===== src/hw/rtl/mxe_pkg.sv =====
// Shared constants, types and helper functions for the Taylor matrix exponential block.
`timescale 1ns / 1ps
`default_nettype none
package mxe_pkg;

    // Geometry of the stored matrices.
    localparam int MAX_DIM = 8;
    localparam int CELLS   = MAX_DIM * MAX_DIM;
    localparam int IDX_W   = $clog2(CELLS);
    localparam int DIM_W   = $clog2(MAX_DIM);
    localparam int NUM_W   = DIM_W + 1;
    localparam int CNT_W   = 7;

    // Element and accumulator widths.
    localparam int ELEM_W  = 32;
    localparam int OPB_W   = 33;
    localparam int PROD_W  = ELEM_W + OPB_W;
    localparam int SUM_W   = PROD_W + DIM_W;
    localparam int TS_W    = 24;

    // Saturation limits and fixed constants.
    localparam logic signed [SUM_W-1:0] SAT_HI = SUM_W'(64'sd2147483647);
    localparam logic signed [SUM_W-1:0] SAT_LO = -SAT_HI - SUM_W'(1);
    localparam logic signed [ELEM_W-1:0] ONE_Q16 = 32'sd65536;
    // ceil(2^34 / 3): exact floor division by three for values below 2^33.
    localparam logic [32:0] DIV3_M = 33'd5726623062;
    localparam int DIV3_SH = 34;

    // Configuration register indexes.
    localparam logic [1:0] REG_SIZE  = 2'd0;
    localparam logic [1:0] REG_TS    = 2'd1;
    localparam logic [1:0] REG_ORDER = 2'd2;

    typedef enum logic [2:0] {
        ST_LOAD,
        ST_MAC,
        ST_DRAIN,
        ST_ROUND,
        ST_DIV,
        ST_ADD,
        ST_EMIT_RD,
        ST_EMIT_WR
    } t_state;

    typedef enum logic [1:0] {
        PH_SCALE,
        PH_SQUARE,
        PH_CUBE
    } t_phase;

    // Control from the sequencer to the multiply-accumulate unit.
    typedef struct packed {
        logic issue;
        logic clear;
    } t_mac_ctl;

    // Saturate a wide value to a 32-bit word; the top bit flags saturation.
    function automatic logic [ELEM_W:0] sat_word(input logic signed [SUM_W-1:0] v);
        logic [ELEM_W:0] res;
        if (v > SAT_HI) begin
            res = {1'b1, SAT_HI[ELEM_W-1:0]};
        end else if (v < SAT_LO) begin
            res = {1'b1, SAT_LO[ELEM_W-1:0]};
        end else begin
            res = {1'b0, v[ELEM_W-1:0]};
        end
        return res;
    endfunction

    // Row-major position of a cell in an n-by-n matrix.
    function automatic logic [IDX_W-1:0] cell_idx(input logic [DIM_W-1:0] row,
                                                  input logic [DIM_W-1:0] col,
                                                  input logic [NUM_W-1:0] n);
        logic [CNT_W-1:0] t;
        t = CNT_W'(row) * CNT_W'(n) + CNT_W'(col);
        return t[IDX_W-1:0];
    endfunction

endpackage
`default_nettype wire


===== src/hw/rtl/mxe_mac.sv =====
// Pipelined multiply-accumulate unit shared by the scaling pass and both matrix products.
`timescale 1ns / 1ps
`default_nettype none
module mxe_mac
    import mxe_pkg::*;
(
    input  wire                      i_clk,
    input  wire                      i_rst_n,
    input  wire t_mac_ctl            i_ctl,
    input  wire signed [ELEM_W-1:0]  i_op_a,
    input  wire signed [OPB_W-1:0]   i_op_b,
    output logic signed [SUM_W-1:0]  o_sum,
    output logic                     o_busy
);

    logic                     r_v1;
    logic                     r_v2;
    logic signed [PROD_W-1:0] r_prod;
    logic signed [SUM_W-1:0]  r_sum;

    // Operands arrive in the cycle after the read is issued; the product is registered.
    always_ff @(posedge i_clk) begin
        if (!i_rst_n) begin
            r_v1 <= 1'b0;
            r_v2 <= 1'b0;
        end else begin
            r_v1 <= i_ctl.issue;
            r_v2 <= r_v1;
        end
    end

    always_ff @(posedge i_clk) begin
        if (r_v1) begin
            r_prod <= PROD_W'(i_op_a) * PROD_W'(i_op_b);
        end
        if (i_ctl.clear) begin
            r_sum <= '0;
        end else if (r_v2) begin
            r_sum <= r_sum + SUM_W'(r_prod);
        end
    end

    assign o_sum  = r_sum;
    assign o_busy = r_v1 | r_v2;

`ifndef SYNTHESIS
    // A clear never collides with a product still in flight.
    a_clear_idle: assert property (@(posedge i_clk) disable iff (!i_rst_n)
        i_ctl.clear |-> !r_v2)
        else $error("accumulator cleared while a product is pending");
    // Every accumulated product stems from an issue that was carried through r_v1 into r_v2.
    a_v2_origin: assert property (@(posedge i_clk) disable iff (!i_rst_n)
        r_v2 |-> $past(i_ctl.issue, 2))
        else $error("product valid without a matching issue");
    a_v1_origin: assert property (@(posedge i_clk) disable iff (!i_rst_n)
        r_v1 |-> $past(i_ctl.issue))
        else $error("operand valid without a matching issue");
`endif

endmodule
`default_nettype wire

===== config.mk =====
export PLATFORM = sky130hd
export DESIGN_NAME = mxe_mac
export DESIGN_NICKNAME = d
export VERILOG_FILES = /design/src/hw/rtl/mxe_pkg.sv /design/src/hw/rtl/mxe_mac.sv
export SDC_FILE = /design/constraint.sdc
export NUM_CORES = 2
export LEC_CHECK = 0
export ABC_CLOCK_PERIOD_IN_PS = 11900
export BUFFER_PORTS_ARGS = -buffer_cell sky130_fd_sc_hd__buf_2
export CAP_MARGIN = 40
export CORE_MARGIN = 3
export CORE_UTILIZATION = 60
export DETAILED_ROUTE_END_ITERATION = 16
export GPL_TIMING_DRIVEN = 0
export PLACE_DENSITY = 0.77
export REMOVE_ABC_BUFFERS = 1
export SYNTH_ARGS = -nofsm -noshare
export SYNTH_HDL_FRONTEND = slang
export SYNTH_SLANG_ARGS = --single-unit

===== constraint.sdc =====
create_clock -name i_clk -period 11.9 [get_ports i_clk]
set_input_delay 1.785 -clock i_clk [delete_from_list [all_inputs] [get_ports i_clk]]
set_output_delay 1.785 -clock i_clk [all_outputs]
set_load 0.005 [all_outputs]

==> run summary <==
The quantity of gates resized following cts came out at 0. Among cell families on the critical path, the largest total delay comes from adder cells. At the worst endpoint, the required time is 12,040 ps.

The routed layout has 33,700 vias. Using the TritonRoute via totals, the vias-per-cell ratio works out to 5.78. For the worst setup path, the data arrival time is 10,320 ps. The number of max-slew violations in the final report came out at 0. For this configuration, the core starts out at a cell density of 0.610. The total cell area at the placement stage is 46,900 sq um.

The final layout contains 6,286 nets. Counting every instance in the synthesized netlist gives 4,948. The first global-routing pass estimated 190 mm of wire.

The routed design has 113 mm of wire. The flip-flop and latch count after synthesis came out at 135. The filler cells instantiated in the layout total 6,211. The number of buffers and inverters on the critical path is 6.

The clock-pin slew on the worst setup and hold paths came out at 60 ps. The post-detailed-placement half-perimeter wirelength is 93.3 mm. The deepest clock path buffer count is 2. The setup path with the least slack is of type primary input to register. The area growth from synthesis to layout came out at 3.64%. Entering global routing, the biggest net connects 66 pins. Setup violations remaining at the end of the flow were counted as 0. The TritonCTS clock tree is yes. The worst slew margin relative to its limit is 0.386. STA classifies the critical path endpoint as a register. Setup repair after global routing left no endpoint under its margin. The number of hold violations in the final report came out at 0. In this run the post-CTS setup repair buffer count came out at 0. The final weighted congestion of routability-driven global placement came out at 0.957. The number of global-route vias before repair came to 36,600.

The share of synthesized registers carrying an async set or reset is 0. Across every metal layer, demand over resource in global routing totals 0.302. The number of buffer cells added on primary ports is 137.

Setup slack closes at 1730 ps. The violation count after the first detailed-route iteration is 2,136. Once placement completed, the tool counted placed cells totaling 5,801. The number of buffers inserted by hold repair at cts came out at 0. The total die area came out at 79,700 sq um.

The fraction of layout cells with a size suffix above 1 is 0.0415. The total overflow left after global routing is 0. The final cell count without fillers is 5,834.

The total core area came out at 75,100 sq um. The remaining routing DRC violations came out at 0. The cell at the root of the clock tree is sky130_fd_sc_hd__clkbuf_16.

For the pin with the worst max-slew slack, the measured transition is 920 ps. The overall die height is 282 microns. The highest achievable clock rate is 98.3 MHz. The total CTS buffers is 17.

Max-cap violations in this run came to 0. The initial antenna violation count is 4. The path type of the worst min-delay path is register to register. The kind of launch point of the worst setup path is a primary input. The number of flops mapped to enable cells by yosys came out at 65.

The clock tree skew after final layout came out at 12.4 ps. The iteration count of the initial detailed-routing pass is 5. The run finished with clean final reports. The critical path goes through buf_2 > nand2_1 > inv_1 > fa_1 > fa_1 > fa_1 > fa_1 > inv_1 > fa_1 > inv_1 > fa_1 > inv_1 > fa_1 > inv_1 > fa_1 > ha_1 > and3_1 > or3b_2 > o21ai_0 > a31oi_1 > nand4_1 > o311ai_0. The netlist uses 80 different library cells.

The minimum clock period came out at 10,170 ps. The longest individual stage delay on the worst path came out at 1070 ps. The clock latency on the worst-skew pair came out at 430 ps. After routing, the total negative slack on setup checks comes to 0 ps.

The number of top-level pins came out at 138. In this design, the critical path's most frequently occurring cell is sky130_fd_sc_hd__fa_1. The die span in x is 282 microns. The count of yosys warnings during synthesis is 0. In the synthesized netlist the dominant register cell turns out to be sky130_fd_sc_hd__dfxtp_1. The number of core rows came out at 100.

The clock net in this run drives a total of 135 sinks. The largest individual stage delay along the critical path comes from the cell sky130_fd_sc_hd__fa_1. For this run, the register share of the synthesized area comes to 0.0732. After routing the design area is 47,500 sq um. The netlist area before placement is 45,800 sq um. Before CTS, the worst setup slack after placement is 1320 ps.

In this run the worst path has a maximum fanout of 33. The average routed wire per standard cell is 19.4 microns. The average cell area after synthesis is 9.26 sq um. The H-tree depth came out at 4. Of the available clock period, the critical path in the final layout requires 0.855. The count of nets left with antenna violations after detail routing is 0.
## cell families after synthesis
kind of cell             share of synthesized area
AO/OA/AOI/OAI                               0.0695
XOR/XNOR                                    0.0226
adder cells (fa/ha/maj)                      0.555
buffers and inverters                        0.105
flip-flops                                  0.0732
multiplexers                               0.00811
AND/OR/NAND/NOR                              0.166
## metrics by stage
| step | utilization | hold WS (ps) |
|---|---|---|
| floorplan | - | 468 |
| global placement | 0.622 | 478 |
| detailed placement | 0.624 | 477 |
| CTS | 0.632 | 491 |
| global route | 0.632 | 525 |
| finish | 0.633 | 494 |
## state kept, by name (all words and copies together), names as in the netlist
| register | count |
|---|---|
| o_sum | 68 |
| r_prod | 65 |
| r_v1 | 1 |
| r_v2 | 1 |
## worst reg2reg max path, cell delays in order, from the launching register on
cell,delay [ps]
sky130_fd_sc_hd__dfxtp_1,350
sky130_fd_sc_hd__ha_1,210
sky130_fd_sc_hd__inv_1,70
sky130_fd_sc_hd__fa_1,400
sky130_fd_sc_hd__nand2b_1,200
sky130_fd_sc_hd__a21oi_1,360
sky130_fd_sc_hd__a21o_1,250
sky130_fd_sc_hd__a21boi_2,120
sky130_fd_sc_hd__o22ai_1,480
sky130_fd_sc_hd__o2111ai_1,290
sky130_fd_sc_hd__a21oi_1,310
sky130_fd_sc_hd__a31oi_1,130
sky130_fd_sc_hd__or4_1,520
## worst paths after layout
check	to	slack [ps]	startpoint	cells after the start
setup / recovery	r_prod[64]$_DFFE_PP_	1730	i_op_a[2]	22
hold reg to reg	o_sum[41]$_SDFFE_PP0P_	490	o_sum[41]$_SDFFE_PP0P_	2
hold / removal	o_sum[41]$_SDFFE_PP0P_	490	o_sum[41]$_SDFFE_PP0P_	2
setup reg to reg	o_sum[62]$_SDFFE_PP0P_	8090	o_sum[0]$_SDFFE_PP0P_	12
## cell type report
class                           count  area, sq um  area share
Multi-Input combinational cell   3545        37700       0.793
Inverter                         1009         3790      0.0798
Sequential cell                   135         3360      0.0708
Tap cell                          969         1210      0.0255
Timing Repair Buffer              143          831      0.0175
Clock buffer                       18          429     0.00904
Clock inverter                     14          199     0.00419
Antenna cell                        1         2.50   0.0000527
## per-layer routing
layer	routed length, microns	part of all wire	vias to the layer above	track usage
met5	0	0	-	0
met2	55900	0.49	1283	0.510
li1	-	-	14800	-
met3	8970	0.079	316	0.0573
met4	4150	0.037	0	0.102
met1	44400	0.39	17400	0.394
## cell usage after synthesis (all sizes together) (26+ instances only)
| master | n | area, sq um |
|---|---|---|
| nor2 | 145 | 544 |
| xnor2 | 80 | 701 |
| a21oi | 148 | 744 |
| nand3 | 38 | 190 |
| fa | 1113 | 22300 |
| xor2 | 38 | 333 |
| and2 | 542 | 3390 |
| nand4 | 37 | 231 |
| nand2 | 617 | 2320 |
| o21ai | 94 | 482 |
| a21o | 55 | 413 |
| a31oi | 26 | 169 |
| inv | 1007 | 3780 |
| ha | 253 | 3170 |
| nor3 | 40 | 200 |
| mux2i | 36 | 360 |
| edfxtp | 65 | 1950 |
| and3 | 26 | 163 |
| dfxtp | 70 | 1400 |
| clkbuf | 248 | 931 |
| o21bai | 28 | 210 |
## placed cells by master, fill, tap and decap left out, types with 17 or more instances in the layout
| master | synthesis | routed |
|---|---|---|
| sky130_fd_sc_hd__a211oi_1 | 21 | 21 |
| sky130_fd_sc_hd__a21o_1 | 55 | 55 |
| sky130_fd_sc_hd__a21oi_1 | 147 | 147 |
| sky130_fd_sc_hd__a31oi_1 | 25 | 25 |
| sky130_fd_sc_hd__and2_1 | 539 | 539 |
| sky130_fd_sc_hd__and3_1 | 26 | 26 |
| sky130_fd_sc_hd__buf_2 | 3 | 137 |
| sky130_fd_sc_hd__clkbuf_16 | 0 | 17 |
| sky130_fd_sc_hd__dfxtp_1 | 70 | 68 |
| sky130_fd_sc_hd__edfxtp_1 | 65 | 65 |
| sky130_fd_sc_hd__fa_1 | 1113 | 1113 |
| sky130_fd_sc_hd__ha_1 | 253 | 253 |
| sky130_fd_sc_hd__inv_1 | 1007 | 1007 |
| sky130_fd_sc_hd__mux2i_1 | 36 | 36 |
| sky130_fd_sc_hd__nand2_1 | 617 | 617 |
| sky130_fd_sc_hd__nand2b_1 | 21 | 21 |
| sky130_fd_sc_hd__nand3_1 | 38 | 38 |
| sky130_fd_sc_hd__nand4_1 | 37 | 37 |
| sky130_fd_sc_hd__nor2_1 | 145 | 145 |
| sky130_fd_sc_hd__nor2b_1 | 18 | 18 |
| sky130_fd_sc_hd__nor3_1 | 40 | 40 |
| sky130_fd_sc_hd__o21ai_0 | 92 | 92 |
| sky130_fd_sc_hd__o21bai_1 | 28 | 28 |
| sky130_fd_sc_hd__xnor2_1 | 80 | 80 |
| sky130_fd_sc_hd__xor2_1 | 38 | 38 |
Power is not shown: default switching activity piles up to over one toggle a cycle in this logic, so the estimate is an artifact.
